**src/hdl/pdq_pkg.sv**
```systemverilog
`default_nettype none

package pdq_pkg;

    // Sizing defaults.
    localparam int MAX_PAYLOAD_DEF = 32;
    localparam int QUEUE_DEPTH_DEF = 4;
    localparam int CMDQ_DEPTH_DEF  = 2;

    // Framing bytes.
    localparam logic [7:0] SYNC_A = 8'hAA;
    localparam logic [7:0] SYNC_B = 8'h55;

    // Item kinds as they arrive on the input channel.
    localparam logic [1:0] KIND_RX   = 2'd0;
    localparam logic [1:0] KIND_READ = 2'd1;
    localparam logic [1:0] KIND_POP  = 2'd2;

    // Configuration register indexes.
    localparam logic [1:0] REG_EXPECTED_VERSION = 2'd0;
    localparam logic [1:0] REG_TYPE_FLOOR       = 2'd1;
    localparam logic [1:0] REG_TYPE_CEILING     = 2'd2;
    localparam logic [1:0] REG_MAX_PAYLOAD      = 2'd3;

    typedef enum logic [1:0] {
        OP_RX,
        OP_READ,
        OP_POP,
        OP_NOP
    } pdq_op_t;

    typedef enum logic [2:0] {
        EV_NONE   = 3'd0,
        EV_ACCEPT = 3'd1,
        EV_DROP   = 3'd2,
        EV_PARSE  = 3'd3,
        EV_CSUM   = 3'd4,
        EV_POP    = 3'd5,
        EV_EMPTY  = 3'd6,
        EV_DATA   = 3'd7
    } pdq_event_t;

    typedef enum logic [2:0] {
        PH_HUNT0,
        PH_HUNT1,
        PH_VER,
        PH_TYPE,
        PH_LEN,
        PH_PAY,
        PH_CSUM
    } pdq_phase_t;

    typedef struct packed {
        logic [1:0] kind;
        logic [7:0] rx_byte;
        logic [4:0] byte_index;
    } pdq_in_t;

    typedef struct packed {
        pdq_event_t  event_res;
        logic [7:0]  msg_type;
        logic [5:0]  frame_len;
        logic [7:0]  data_byte;
        logic [2:0]  queue_count;
        logic [31:0] frames_received;
        logic [31:0] frames_dropped;
        logic [31:0] format_errors;
        logic [31:0] checksum_fails;
    } pdq_out_t;

    // Classified item passed from the front end to the back end.
    typedef struct packed {
        pdq_op_t    op;
        logic [7:0] rx_byte;
        logic [4:0] byte_index;
    } pdq_cmd_t;

    typedef struct packed {
        logic [7:0] expected_version;
        logic [7:0] type_floor;
        logic [7:0] type_ceiling;
        logic [5:0] max_payload;
    } pdq_cfg_t;

    // Command queue status seen by the front and back ends.
    typedef struct packed {
        logic full;
        logic empty;
    } pdq_qstat_t;

endpackage

`default_nettype wire

```
**src/hdl/pdq_front.sv**
```systemverilog
`default_nettype none

module pdq_front (
    input  wire                  item_valid,
    input  pdq_pkg::pdq_in_t     item,
    input  pdq_pkg::pdq_qstat_t  qstat,
    output logic                 item_stall,
    output logic                 push,
    output pdq_pkg::pdq_cmd_t    cmd
);

    // The command queue status is registered, so the stall never depends on valid.
    assign item_stall = qstat.full;
    assign push       = item_valid && !qstat.full;

    always_comb
    begin
        cmd.rx_byte    = item.rx_byte;
        cmd.byte_index = item.byte_index;
        case (item.kind)
            pdq_pkg::KIND_RX:   cmd.op = pdq_pkg::OP_RX;
            pdq_pkg::KIND_READ: cmd.op = pdq_pkg::OP_READ;
            pdq_pkg::KIND_POP:  cmd.op = pdq_pkg::OP_POP;
            default:            cmd.op = pdq_pkg::OP_NOP;
        endcase
    end

endmodule

`default_nettype wire

```
**src/hdl/pdq_cmdq.sv**
```systemverilog
`default_nettype none

module pdq_cmdq #(
    parameter int DEPTH = pdq_pkg::CMDQ_DEPTH_DEF
) (
    input  wire                  clk,
    input  wire                  rst_n,
    input  wire                  push,
    input  pdq_pkg::pdq_cmd_t    push_cmd,
    input  wire                  pop,
    output pdq_pkg::pdq_qstat_t  qstat,
    output pdq_pkg::pdq_cmd_t    head_cmd
);

    localparam int PW = (DEPTH > 1) ? $clog2(DEPTH) : 1;
    localparam int CW = $clog2(DEPTH + 1);

    pdq_pkg::pdq_cmd_t entry_reg [DEPTH];
    logic [PW-1:0] wr_ptr_reg, wr_ptr_next;
    logic [PW-1:0] rd_ptr_reg, rd_ptr_next;
    logic [CW-1:0] count_reg, count_next;

    always_comb
    begin
        wr_ptr_next = wr_ptr_reg;
        rd_ptr_next = rd_ptr_reg;
        count_next  = count_reg;
        if (push)
        begin
            wr_ptr_next = (wr_ptr_reg == PW'(DEPTH - 1)) ? '0 : wr_ptr_reg + 1'b1;
        end
        if (pop)
        begin
            rd_ptr_next = (rd_ptr_reg == PW'(DEPTH - 1)) ? '0 : rd_ptr_reg + 1'b1;
        end
        if (push && !pop)
        begin
            count_next = count_reg + 1'b1;
        end
        else if (pop && !push)
        begin
            count_next = count_reg - 1'b1;
        end
    end

    always_ff @(posedge clk or negedge rst_n)
    begin
        if (!rst_n)
        begin
            wr_ptr_reg <= '0;
            rd_ptr_reg <= '0;
            count_reg  <= '0;
        end
        else
        begin
            wr_ptr_reg <= wr_ptr_next;
            rd_ptr_reg <= rd_ptr_next;
            count_reg  <= count_next;
        end
    end

    always_ff @(posedge clk)
    begin
        if (push)
        begin
            entry_reg[wr_ptr_reg] <= push_cmd;
        end
    end

    assign qstat.full  = (count_reg == CW'(DEPTH));
    assign qstat.empty = (count_reg == '0);
    assign head_cmd    = entry_reg[rd_ptr_reg];

endmodule

`default_nettype wire

```
**src/hdl/pdq_back.sv**
```systemverilog
`default_nettype none

module pdq_back #(
    parameter int MAX_PAYLOAD = pdq_pkg::MAX_PAYLOAD_DEF,
    parameter int QUEUE_DEPTH = pdq_pkg::QUEUE_DEPTH_DEF
) (
    input  wire                  clk,
    input  wire                  rst_n,
    input  wire                  cfg_we,
    input  wire  [1:0]           cfg_index,
    input  wire  [7:0]           cfg_data,
    input  pdq_pkg::pdq_qstat_t  qstat,
    input  pdq_pkg::pdq_cmd_t    cmd,
    output logic                 pop,
    output logic                 result_valid,
    input  wire                  result_stall,
    output pdq_pkg::pdq_out_t    result
);

    localparam int MEM_DEPTH = QUEUE_DEPTH * MAX_PAYLOAD;
    localparam int AW        = (MEM_DEPTH > 1) ? $clog2(MEM_DEPTH) : 1;
    localparam int QW        = (QUEUE_DEPTH > 1) ? $clog2(QUEUE_DEPTH) : 1;
    localparam int FW        = $clog2(QUEUE_DEPTH + 1);

    // Configuration.
    pdq_pkg::pdq_cfg_t cfg_reg;

    // Parser state.
    pdq_pkg::pdq_phase_t phase_reg, phase_next;
    logic [7:0] xor_reg, xor_next;
    logic [7:0] cur_type_reg, cur_type_next;
    logic [5:0] cur_len_reg, cur_len_next;
    logic [5:0] cur_pos_reg, cur_pos_next;
    logic       spill_reg, spill_next;

    // Frame ring.
    logic [7:0]    slot_type [QUEUE_DEPTH];
    logic [5:0]    slot_len  [QUEUE_DEPTH];
    logic [7:0]    payload_mem [MEM_DEPTH];
    logic [QW-1:0] head_reg, head_next;
    logic [QW-1:0] tail_reg, tail_next;
    logic [FW-1:0] fill_reg, fill_next;

    // Statistics.
    logic [31:0] rcv_reg, rcv_next;
    logic [31:0] drop_reg, drop_next;
    logic [31:0] fmt_reg, fmt_next;
    logic [31:0] csum_reg, csum_next;

    // Output register.
    logic              out_valid_reg;
    pdq_pkg::pdq_out_t res_reg;
    logic              data_sel_reg;
    logic [7:0]        rdata_reg;

    pdq_pkg::pdq_event_t ev;
    logic [7:0]    res_type;
    logic [5:0]    res_len;
    logic          slot_we;
    logic          mem_we;
    logic          rd_en;
    logic [AW-1:0] waddr;
    logic [AW-1:0] raddr;
    logic [7:0]    len_limit;
    logic          go_hunt;
    logic [7:0]    b;

    assign pop = !qstat.empty && (!out_valid_reg || !result_stall);
    assign b   = cmd.rx_byte;

    assign len_limit = (8'(cfg_reg.max_payload) < 8'(MAX_PAYLOAD))
                     ? 8'(cfg_reg.max_payload) : 8'(MAX_PAYLOAD);
    assign waddr = AW'(tail_reg) * AW'(MAX_PAYLOAD) + AW'(cur_pos_reg);
    assign raddr = AW'(head_reg) * AW'(MAX_PAYLOAD) + AW'(cmd.byte_index);

    always_comb
    begin
        phase_next    = phase_reg;
        xor_next      = xor_reg;
        cur_type_next = cur_type_reg;
        cur_len_next  = cur_len_reg;
        cur_pos_next  = cur_pos_reg;
        spill_next    = spill_reg;
        head_next     = head_reg;
        tail_next     = tail_reg;
        fill_next     = fill_reg;
        rcv_next      = rcv_reg;
        drop_next     = drop_reg;
        fmt_next      = fmt_reg;
        csum_next     = csum_reg;
        ev            = pdq_pkg::EV_NONE;
        res_type      = '0;
        res_len       = '0;
        slot_we       = 1'b0;
        mem_we        = 1'b0;
        rd_en         = 1'b0;
        go_hunt       = 1'b0;

        case (cmd.op)
            pdq_pkg::OP_RX:
            begin
                case (phase_reg)
                    pdq_pkg::PH_HUNT0:
                    begin
                        if (b == pdq_pkg::SYNC_A)
                        begin
                            phase_next = pdq_pkg::PH_HUNT1;
                        end
                    end
                    pdq_pkg::PH_HUNT1:
                    begin
                        if (b == pdq_pkg::SYNC_B)
                        begin
                            phase_next = pdq_pkg::PH_VER;
                        end
                        else if (b != pdq_pkg::SYNC_A)
                        begin
                            go_hunt = 1'b1;
                        end
                    end
                    pdq_pkg::PH_VER:
                    begin
                        if (b != cfg_reg.expected_version)
                        begin
                            fmt_next = fmt_reg + 32'd1;
                            ev       = pdq_pkg::EV_PARSE;
                            go_hunt  = 1'b1;
                        end
                        else
                        begin
                            xor_next   = b;
                            phase_next = pdq_pkg::PH_TYPE;
                        end
                    end
                    pdq_pkg::PH_TYPE:
                    begin
                        if (b <= cfg_reg.type_floor || b >= cfg_reg.type_ceiling)
                        begin
                            fmt_next = fmt_reg + 32'd1;
                            ev       = pdq_pkg::EV_PARSE;
                            go_hunt  = 1'b1;
                        end
                        else
                        begin
                            cur_type_next = b;
                            xor_next      = xor_reg ^ b;
                            phase_next    = pdq_pkg::PH_LEN;
                        end
                    end
                    pdq_pkg::PH_LEN:
                    begin
                        if (b > len_limit)
                        begin
                            fmt_next = fmt_reg + 32'd1;
                            ev       = pdq_pkg::EV_PARSE;
                            go_hunt  = 1'b1;
                        end
                        else
                        begin
                            cur_len_next = b[5:0];
                            cur_pos_next = '0;
                            spill_next   = 1'b0;
                            xor_next     = xor_reg ^ b;
                            phase_next   = (b == 8'd0) ? pdq_pkg::PH_CSUM : pdq_pkg::PH_PAY;
                        end
                    end
                    pdq_pkg::PH_PAY:
                    begin
                        if (cur_pos_reg >= cur_len_reg)
                        begin
                            fmt_next = fmt_reg + 32'd1;
                            ev       = pdq_pkg::EV_PARSE;
                            go_hunt  = 1'b1;
                        end
                        else
                        begin
                            // With the ring full the tail slot is still owned by a
                            // queued frame, so the byte is lost and the frame spills.
                            if (fill_reg < FW'(QUEUE_DEPTH))
                            begin
                                mem_we = 1'b1;
                            end
                            else
                            begin
                                spill_next = 1'b1;
                            end
                            cur_pos_next = cur_pos_reg + 6'd1;
                            xor_next     = xor_reg ^ b;
                            if ((cur_pos_reg + 6'd1) >= cur_len_reg)
                            begin
                                phase_next = pdq_pkg::PH_CSUM;
                            end
                        end
                    end
                    pdq_pkg::PH_CSUM:
                    begin
                        if (b == xor_reg)
                        begin
                            if (spill_reg || fill_reg >= FW'(QUEUE_DEPTH))
                            begin
                                drop_next = drop_reg + 32'd1;
                                ev        = pdq_pkg::EV_DROP;
                            end
                            else
                            begin
                                slot_we   = 1'b1;
                                tail_next = (tail_reg == QW'(QUEUE_DEPTH - 1))
                                          ? '0 : tail_reg + 1'b1;
                                fill_next = fill_reg + 1'b1;
                                rcv_next  = rcv_reg + 32'd1;
                                ev        = pdq_pkg::EV_ACCEPT;
                                res_type  = cur_type_reg;
                                res_len   = cur_len_reg;
                            end
                        end
                        else
                        begin
                            csum_next = csum_reg + 32'd1;
                            ev        = pdq_pkg::EV_CSUM;
                        end
                        go_hunt = 1'b1;
                    end
                    default:
                    begin
                        fmt_next = fmt_reg + 32'd1;
                        ev       = pdq_pkg::EV_PARSE;
                        go_hunt  = 1'b1;
                    end
                endcase
            end
            pdq_pkg::OP_READ, pdq_pkg::OP_POP:
            begin
                if (fill_reg == '0)
                begin
                    ev = pdq_pkg::EV_EMPTY;
                end
                else
                begin
                    res_type = slot_type[head_reg];
                    res_len  = slot_len[head_reg];
                    if (cmd.op == pdq_pkg::OP_READ)
                    begin
                        ev = pdq_pkg::EV_DATA;
                        // Bytes past the frame's length read as zero.
                        rd_en = ({1'b0, cmd.byte_index} < slot_len[head_reg])
                             && (9'(cmd.byte_index) < 9'(MAX_PAYLOAD));
                    end
                    else
                    begin
                        ev        = pdq_pkg::EV_POP;
                        head_next = (head_reg == QW'(QUEUE_DEPTH - 1))
                                  ? '0 : head_reg + 1'b1;
                        fill_next = fill_reg - 1'b1;
                    end
                end
            end
            default:
            begin
                ev = pdq_pkg::EV_NONE;
            end
        endcase

        if (go_hunt)
        begin
            phase_next    = pdq_pkg::PH_HUNT0;
            xor_next      = '0;
            cur_type_next = '0;
            cur_len_next  = '0;
            cur_pos_next  = '0;
            spill_next    = 1'b0;
        end
    end

    always_ff @(posedge clk or negedge rst_n)
    begin
        if (!rst_n)
        begin
            cfg_reg.expected_version <= 8'd1;
            cfg_reg.type_floor       <= 8'd0;
            cfg_reg.type_ceiling     <= 8'd16;
            cfg_reg.max_payload      <= 6'd32;
            phase_reg     <= pdq_pkg::PH_HUNT0;
            xor_reg       <= '0;
            cur_type_reg  <= '0;
            cur_len_reg   <= '0;
            cur_pos_reg   <= '0;
            spill_reg     <= 1'b0;
            head_reg      <= '0;
            tail_reg      <= '0;
            fill_reg      <= '0;
            rcv_reg       <= '0;
            drop_reg      <= '0;
            fmt_reg       <= '0;
            csum_reg      <= '0;
            out_valid_reg <= 1'b0;
        end
        else
        begin
            if (cfg_we)
            begin
                case (cfg_index)
                    pdq_pkg::REG_EXPECTED_VERSION: cfg_reg.expected_version <= cfg_data;
                    pdq_pkg::REG_TYPE_FLOOR:       cfg_reg.type_floor       <= cfg_data;
                    pdq_pkg::REG_TYPE_CEILING:     cfg_reg.type_ceiling     <= cfg_data;
                    pdq_pkg::REG_MAX_PAYLOAD:      cfg_reg.max_payload      <= cfg_data[5:0];
                    default:                       cfg_reg                  <= cfg_reg;
                endcase
            end
            if (pop)
            begin
                phase_reg    <= phase_next;
                xor_reg      <= xor_next;
                cur_type_reg <= cur_type_next;
                cur_len_reg  <= cur_len_next;
                cur_pos_reg  <= cur_pos_next;
                spill_reg    <= spill_next;
                head_reg     <= head_next;
                tail_reg     <= tail_next;
                fill_reg     <= fill_next;
                rcv_reg      <= rcv_next;
                drop_reg     <= drop_next;
                fmt_reg      <= fmt_next;
                csum_reg     <= csum_next;
            end
            out_valid_reg <= pop || (out_valid_reg && result_stall);
        end
    end

    // Slot records, payload memory and the result register.
    always_ff @(posedge clk)
    begin
        if (pop && slot_we)
        begin
            slot_type[tail_reg] <= cur_type_reg;
            slot_len[tail_reg]  <= cur_len_reg;
        end
        if (pop && mem_we)
        begin
            payload_mem[waddr] <= b;
        end
        if (pop && rd_en)
        begin
            rdata_reg <= payload_mem[raddr];
        end
        if (pop)
        begin
            data_sel_reg            <= rd_en;
            res_reg.event_res       <= ev;
            res_reg.msg_type        <= res_type;
            res_reg.frame_len       <= res_len;
            res_reg.data_byte       <= '0;
            res_reg.queue_count     <= 3'(fill_next);
            res_reg.frames_received <= rcv_next;
            res_reg.frames_dropped  <= drop_next;
            res_reg.format_errors   <= fmt_next;
            res_reg.checksum_fails  <= csum_next;
        end
    end

    assign result_valid = out_valid_reg;

    always_comb
    begin
        result           = res_reg;
        result.data_byte = data_sel_reg ? rdata_reg : 8'd0;
    end

endmodule

`default_nettype wire

```
**src/hdl/packet_deframer_with_queue_unit.sv**
```systemverilog
// Byte-stream frame parser with a small frame ring. Each item is one of three
// kinds: a received byte, which is fed to a parser that hunts for the sync pair
// 0xAA 0x55 and then checks version, message type and length, collects the
// payload and compares an XOR checksum; a read of one payload byte of the frame
// at the head of the ring; or a pop of that head frame. Every item returns
// exactly one result carrying the event code, frame details where they apply,
// the ring fill level and four wrapping statistics counters. The block takes
// one item per clock cycle sustained unless the output stalls, and each result
// is registered; that rate is set by the back end, which steps the parser, the
// ring pointers and the counters once per cycle and reads the payload memory
// through a single registered read port. A short command queue sits between
// the input classifier and the back end, so a stalled output only stalls the
// input once that queue has filled. Configuration registers take
// effect on the next item and are meant to be written while the block is idle.
// Payload and slot storage come up undefined and need no clearing pass after
// reset; only frames that were actually queued are ever read.
`default_nettype none

module packet_deframer_with_queue_unit #(
    parameter int MAX_PAYLOAD = pdq_pkg::MAX_PAYLOAD_DEF,
    parameter int QUEUE_DEPTH = pdq_pkg::QUEUE_DEPTH_DEF,
    parameter int CMDQ_DEPTH  = pdq_pkg::CMDQ_DEPTH_DEF
) (
    input  wire                clk,
    input  wire                rst_n,

    // Input items.
    input  wire                item_valid,
    output logic               item_stall,
    input  pdq_pkg::pdq_in_t   item,

    // Results.
    output logic               result_valid,
    input  wire                result_stall,
    output pdq_pkg::pdq_out_t  result,

    // Configuration writes.
    input  wire                cfg_we,
    input  wire  [1:0]         cfg_index,
    input  wire  [7:0]         cfg_data
);

    pdq_pkg::pdq_qstat_t qstat;
    pdq_pkg::pdq_cmd_t   push_cmd;
    pdq_pkg::pdq_cmd_t   head_cmd;
    logic                push;
    logic                pop;

    // The front end turns each accepted item into a command.
    pdq_front u_front (
        .item_valid (item_valid),
        .item       (item),
        .qstat      (qstat),
        .item_stall (item_stall),
        .push       (push),
        .cmd        (push_cmd)
    );

    // Commands wait here until the back end can take them.
    pdq_cmdq #(
        .DEPTH (CMDQ_DEPTH)
    ) u_cmdq (
        .clk      (clk),
        .rst_n    (rst_n),
        .push     (push),
        .push_cmd (push_cmd),
        .pop      (pop),
        .qstat    (qstat),
        .head_cmd (head_cmd)
    );

    // The back end runs the parser, the frame ring and the statistics.
    pdq_back #(
        .MAX_PAYLOAD (MAX_PAYLOAD),
        .QUEUE_DEPTH (QUEUE_DEPTH)
    ) u_back (
        .clk          (clk),
        .rst_n        (rst_n),
        .cfg_we       (cfg_we),
        .cfg_index    (cfg_index),
        .cfg_data     (cfg_data),
        .qstat        (qstat),
        .cmd          (head_cmd),
        .pop          (pop),
        .result_valid (result_valid),
        .result_stall (result_stall),
        .result       (result)
    );

endmodule

`default_nettype wire

```
**config.mk**
```make
export PLATFORM = sky130hd
export DESIGN_NAME = packet_deframer_with_queue_unit
export DESIGN_NICKNAME = d
export VERILOG_FILES = /design/src/hdl/pdq_pkg.sv /design/src/hdl/pdq_front.sv /design/src/hdl/pdq_cmdq.sv /design/src/hdl/pdq_back.sv /design/src/hdl/packet_deframer_with_queue_unit.sv
export SDC_FILE = /design/constraint.sdc
export NUM_CORES = 2
export LEC_CHECK = 0
export ABC_CLOCK_PERIOD_IN_PS = 17080
export CAP_MARGIN = 20
export CORE_MARGIN = 1.5
export CORE_UTILIZATION = 55
export DETAILED_ROUTE_END_ITERATION = 6
export DONT_BUFFER_PORTS = 1
export PLACE_DENSITY_LB_ADDON = 0.1
export REMOVE_ABC_BUFFERS = 1
export SLEW_MARGIN = 20
export SYNTH_ARGS = -nofsm -noshare
export SYNTH_HDL_FRONTEND = slang
export SYNTH_SLANG_ARGS = --single-unit
```
**constraint.sdc**
```tcl
create_clock -name clk -period 17.08 [get_ports clk]
set_input_delay 1.708 -clock clk [delete_from_list [all_inputs] [get_ports clk]]
set_output_delay 1.708 -clock clk [all_outputs]
set_load 0.01 [all_outputs]
```
; ---- Yosys cells after proc, flatten, opt, wreduce, memory -nomap -nowiden
; Memories as Yosys holds them, arrays and structs flattened. A register that Yosys moved wholly into a read port is not among the register bits.
; Index checks and enable logic that the tools add are counted.
; W data, S select, Z words.
[word_totals]
reg_bits = 351
latchBits = 0
ram_bits = 1110
rom_bits = 0
in_bits = 30
out_inout_bits = 158
elab_cells = 254
memories = 4
[op_classes]
addsub = 15
multipliers = 0
n_div = 0
n_lt_le_gt_ge = 9
eq_ne = 31
shift = 0
n_mux = 114
bitwise_logic = 4
reduce_logical = 47
[memory_table]
columns = memory, depth, word_bits, rd, rd_ports_with_merged_regs, wr, line
row1 = u_back.payload_mem, 128, 8, 1, 1, 1, pdq_back.sv:39  ; logic [7:0] payload_mem [MEM_DEPTH];
row2 = u_back.slot_type, 4, 8, 1, 0, 1, pdq_back.sv:37  ; logic [7:0] slot_type [QUEUE_DEPTH];
row3 = u_cmdq.entry_reg, 2, 15, 1, 0, 1, pdq_cmdq.sv:18  ; pdq_pkg::pdq_cmd_t entry_reg [DEPTH];
row4 = u_back.slot_len, 4, 6, 1, 0, 1, pdq_back.sv:38  ; logic [5:0] slot_len [QUEUE_DEPTH];
[ops]
columns = operator, n
row1 = $mux W32, 16
row2 = $pmux W32 S5, 1
row3 = $add A32 B1 Y32 const B, 4
row4 = $mux W8, 15
row5 = $mux W6, 13
row6 = $mux W3, 16
row7 = $pmux W3 S6, 2
row8 = $pmux W8 S4, 1
row9 = $mux W1, 31
row10 = $pmux W6 S2, 2
row11 = $mux W2, 11
row12 = $pmux W8 S2, 1
row13 = $ne A3 B2 Y1 const B, 5
row14 = $eq A2 B2 Y1 const B, 7
row15 = $ge A6 B6 Y1, 2
row16 = $pmux W3 S2, 2
row17 = $reduce_and A4 Y1, 3
row18 = $reduce_and A10 Y1, 1
row19 = $reduce_and A5 Y1, 2
row20 = $eq A3 B3 Y1 const B, 3
row21 = $ne A3 B1 Y1 const B, 3
row22 = $eq A8 B7 Y1 const B, 1
row23 = $eq A8 B8 Y1, 1
row24 = $eq A8 B8 Y1 const B, 1
row25 = 41 further kinds, 76

; ---- Longest topological paths before layout
[depth]
word_depth = 9
depth_mapped = 15
depth_no_buf = 11

; ---- Hierarchy
; Synthesis repeated with hierarchy kept, for this count alone.
[unflattened]
hier_cells = 3331
hier_area_um2 = 60376.7
[modules_own_cells]
columns = mod, instances, cells_per_inst, area_per_inst_um2, seq_area_each_um2
row1 = pdq_back, 1, 3251, 58929.0, 42104.1
row2 = pdq_cmdq, 1, 63, 1321.3, 1001.0
row3 = pdq_front, 1, 17, 126.4, 0.0

; ---- Least setup slack after synthesis
; OpenSTA, ideal clock, no wires.
[synth_timing]
kind = input to register
from = in result_stall
to = reg u_back.rdata_reg[0], read port of u_back.payload_mem (enable)
setup_time_ps = 336
arrival_ps = 7209
required_time_ps = 16744
setup_slack_ps = 9535
cell_stages = 6
n_path_buf = 2
path_cell_list = nand2_1 -> o21ai_1 -> inv_2 -> clkbuf_1 -> buf_1 -> and2_1
[synth_via]
elab_chain_cells = 4
[synth_rtl]
columns = element, line
row1 = start: declaration, packet_deframer_with_queue_unit.sv:34  ; input wire result_stall,
row2 = $logic_not A1 Y1, pdq_back.sv:68  ; assign pop = !qstat.empty && (!out_valid_reg || !result_stall);
row3 = $logic_or A1 B1 Y1, pdq_back.sv:68
row4 = $logic_and A1 B1 Y1, pdq_back.sv:68
row5 = via pop, packet_deframer_with_queue_unit.sv:47  ; logic pop;
row6 = $logic_and A1 B1 Y1, pdq_back.sv:341  ; if (pop && rd_en)
row7 = end: declaration, pdq_back.sv:54  ; logic [7:0] rdata_reg;
; The timed path passes the listed nets, and every way through them passes these cells.
; A chain may end at the register's enable or synchronous reset.

==> results.toml <==
[layout]
stdcell_count = 6325
final_common_cell = "edfxtp_1"
regMostFlops = "u_back.payload_mem"
layout_common_cells = "1,267 x edfxtp_1, 1,076 x nand2_1, 405 x nand3_1, 284 x nor2_1, 199 x dfrtp_1"
fin_nets = 4803
drive_above_1_share_pct = 7.384
largest_reg_flops = 1024
fin_area_um2 = 67660
syn_to_final_growth_pct = 9.844

[clock_tree]
post_cts_buffers = 0
clk_latency_ns = 0.76
htreeDepth = 4
ctsResizeCount = 0
ctsHoldBuffers = 0
clk_pin_slew_ns = 0.06
cts_buffers = 151
cts_tree = "built"
cts_buffer_depth = 3
cts-root-buf = "clkbuf_16"
clock_sinks = 1469

[floorplanning]
dieArea_um2 = 114000
coreArea_um2 = 110800
boundaryPins = 188
rows = 122
die_x_um = 337.7
initial_utilization_pct = 55.58
die_h_um = 337.7

[worst_setup_path]
r2r_slack_ns = 11.68
cp-start-kind = "flip-flop"
r2r-start = "u_cmdq.rd_ptr_reg"
crit_type = "reg -> reg"
r2r_end = "u_back.result[57]"
crit_fanout = 88
cp-end-kind = "flip-flop"
crit_start = "u_cmdq.rd_ptr_reg"
worst_ep_required_time_ns = 17.58
r2r_cells = 13
endpoint = "u_back.result[57]"
arrival_ns = 5.90

[drt]
vias = 38302
wire_per_inst_um = 24.89
drt-initial-drc-count = 4859
drc = 0
dr.pass1.iters = 6
routed_wirelength_mm = 157.5
ant_nets = 0
via_per_inst = 6.056

[place]
dp_hpwl_mm = 93.88
port_buffers = 0
gp_congestion = 0.8738
place_ws_ns = 11.58
postPlaceCellArea_um2 = 63040
placed_cells = 6051

[timing]
whs_ns = 0.4869
finalHoldViolCount = 0
setup_viol = 0
setup_tns_ns = 0
tightest_slew_ns = 1.240
fmax_mhz = 185.2
finalClockSkew_ns = 0.02263
layout_setup_ws_ns = 11.68
rsz0062_at_grt = "false"
max_slew_margin_pct = 14.94
fin_crit_ns = 5.399
drv_slew = 0
post-route-period-util_pct = 31.61

[logic_synthesis]
synth_edf_count = 1267
yosys.area.top_type_share_pct = 61.77
ys.flop_type = "edfxtp_1"
avgSynthCellArea_um2 = 12.89
synthTopCellsByArea = "edfxtp_1 62%, dfrtp_1 8.1%, nand2_1 6.6%, nand3_1 3.3%, xnor2_1 2.1%"
synth_seq_cells = 1469
async_reset_ff_share_pct = 13.75
synth-seq-area-share_pct = 69.98
ys.warnings.count = 0
netlist_area_um2 = 61600
syn_inst = 4777
synth_cell_type_count = 78
synth_area_leader_cell = "edfxtp_1"

[global_routing]
grtUsageTotal_pct = 27.70
antenna_found_initial = 5
grt_pass1_wl_mm = 235.5
grt_max_degree = 209
grt_overflow = 0
grt_pass1_vias = 37117

[min_path]
hold_class = "reg -> reg"

[pwr]
power_density_nw_per_um2 = 159.4
worst_ir_drop_vdd_mv = 0.1501
power.leakage_nw = 24.49

[outcome]
status = "completed"

[flow_run]
cap_violations = 0
## metrics by stage
step / util, % / total power [mW]
after floorplan: - / 7.036
after global placement: 56.86 / 7.695
after detailed placement: 56.88 / 7.723
after CTS: 61.04 / 10.81
after global routing: 61.05 / 11.21
final: 61.05 / 10.79
## routing by layer
layer | share of wire (%) | track usage (%) | wire length, um | vias to the layer above
met1 | 43 | 40.22 | 67370 | 19201
met3 | 7.8 | 5.323 | 12340 | 270
met4 | 2.7 | 8.701 | 4294 | 4
met5 | 0.016 | 0 | 25 | -
met2 | 47 | 42.50 | 73430 | 1589
li1 | - | - | - | 17238
## cell type report
cell class / count / area, um^2
sequential: 1469 / 43110
clock buffer: 206 / 4141
tap: 1488 / 1862
clock inverter: 66 / 471.7
multi-input combinational: 2986 / 17430
timing repair buffer: 51 / 415.4
antenna: 2 / 5.005
fill: 8670 / 43160
inverter: 57 / 226.5
## synth_stat cells (23+ instances only)
library cell     n
clkbuf_1       190
dfrtp_1        199
nand4_1         41
o21ai_0         29
buf_1           41
ha_1            57
nand2_1       1079
xnor2_1        151
a31oi_1        119
nor2_1         288
a22o_1          23
nand3_1        405
xor2_1         123
a32oi_1         32
nor3_1          32
and2_1          28
a221oi_1        41
buf_2           33
inv_1           55
and3_1         119
edfxtp_1      1267
mux2_2          40
mux2i_1        106
a32o_1          32
## worst min path at each step
| stage | depth (start not counted) | startpoint | slack, ns | endpoint |
|---|---|---|---|---|
| final | 1 | u_back.csum_reg[31] | 0.49 | u_back.csum_reg[31] |
| after global routing | 1 | u_back.drop_reg[31] | 0.50 | u_back.drop_reg[31] |
| after CTS | 1 | u_cmdq.wr_ptr_reg | 0.49 | u_cmdq.wr_ptr_reg |
| after detailed placement | 1 | u_back.drop_reg[31] | 0.48 | u_back.drop_reg[31] |
| after global placement | 1 | u_back.drop_reg[31] | 0.48 | u_back.drop_reg[31] |
| after floorplan | 1 | u_cmdq.wr_ptr_reg | 0.46 | u_cmdq.wr_ptr_reg |
## report_power, final
part,switching (mW),total (mW),internal [mW],leakage (nW)
logic,2.22,3.00,0.788,7.99
clock network,1.35,3.11,1.76,2.26
registers,0.201,4.67,4.47,14.2
total,3.77,10.8,7.02,24.5
## logic make-up after synthesis
group | after synthesis | synth area share, %
XOR/XNOR | 274 | 3.896
adder cells (fa/ha/maj) | 57 | 1.158
AND/OR/NAND/NOR | 2082 | 14.94
multiplexers | 164 | 3.063
AO/OA/AOI/OAI | 409 | 4.926
flip-flops | 1469 | 69.98
buffers and inverters | 322 | 2.041
## critical path, cell delays in order (launching register included)
cell	delay (ns)
dfrtp_1	0.53
buf_4	0.42
mux2_8	0.73
inv_1	0.28
ha_1	0.35
nand2b_1	0.14
a2111oi_0	0.50
o311ai_0	0.33
a21oi_1	0.35
o22ai_1	0.14
buf_4	0.23
o21ai_2	0.76
nor3_1	0.17
xor2_1	0.18
(Power assumes the default switching activity.)
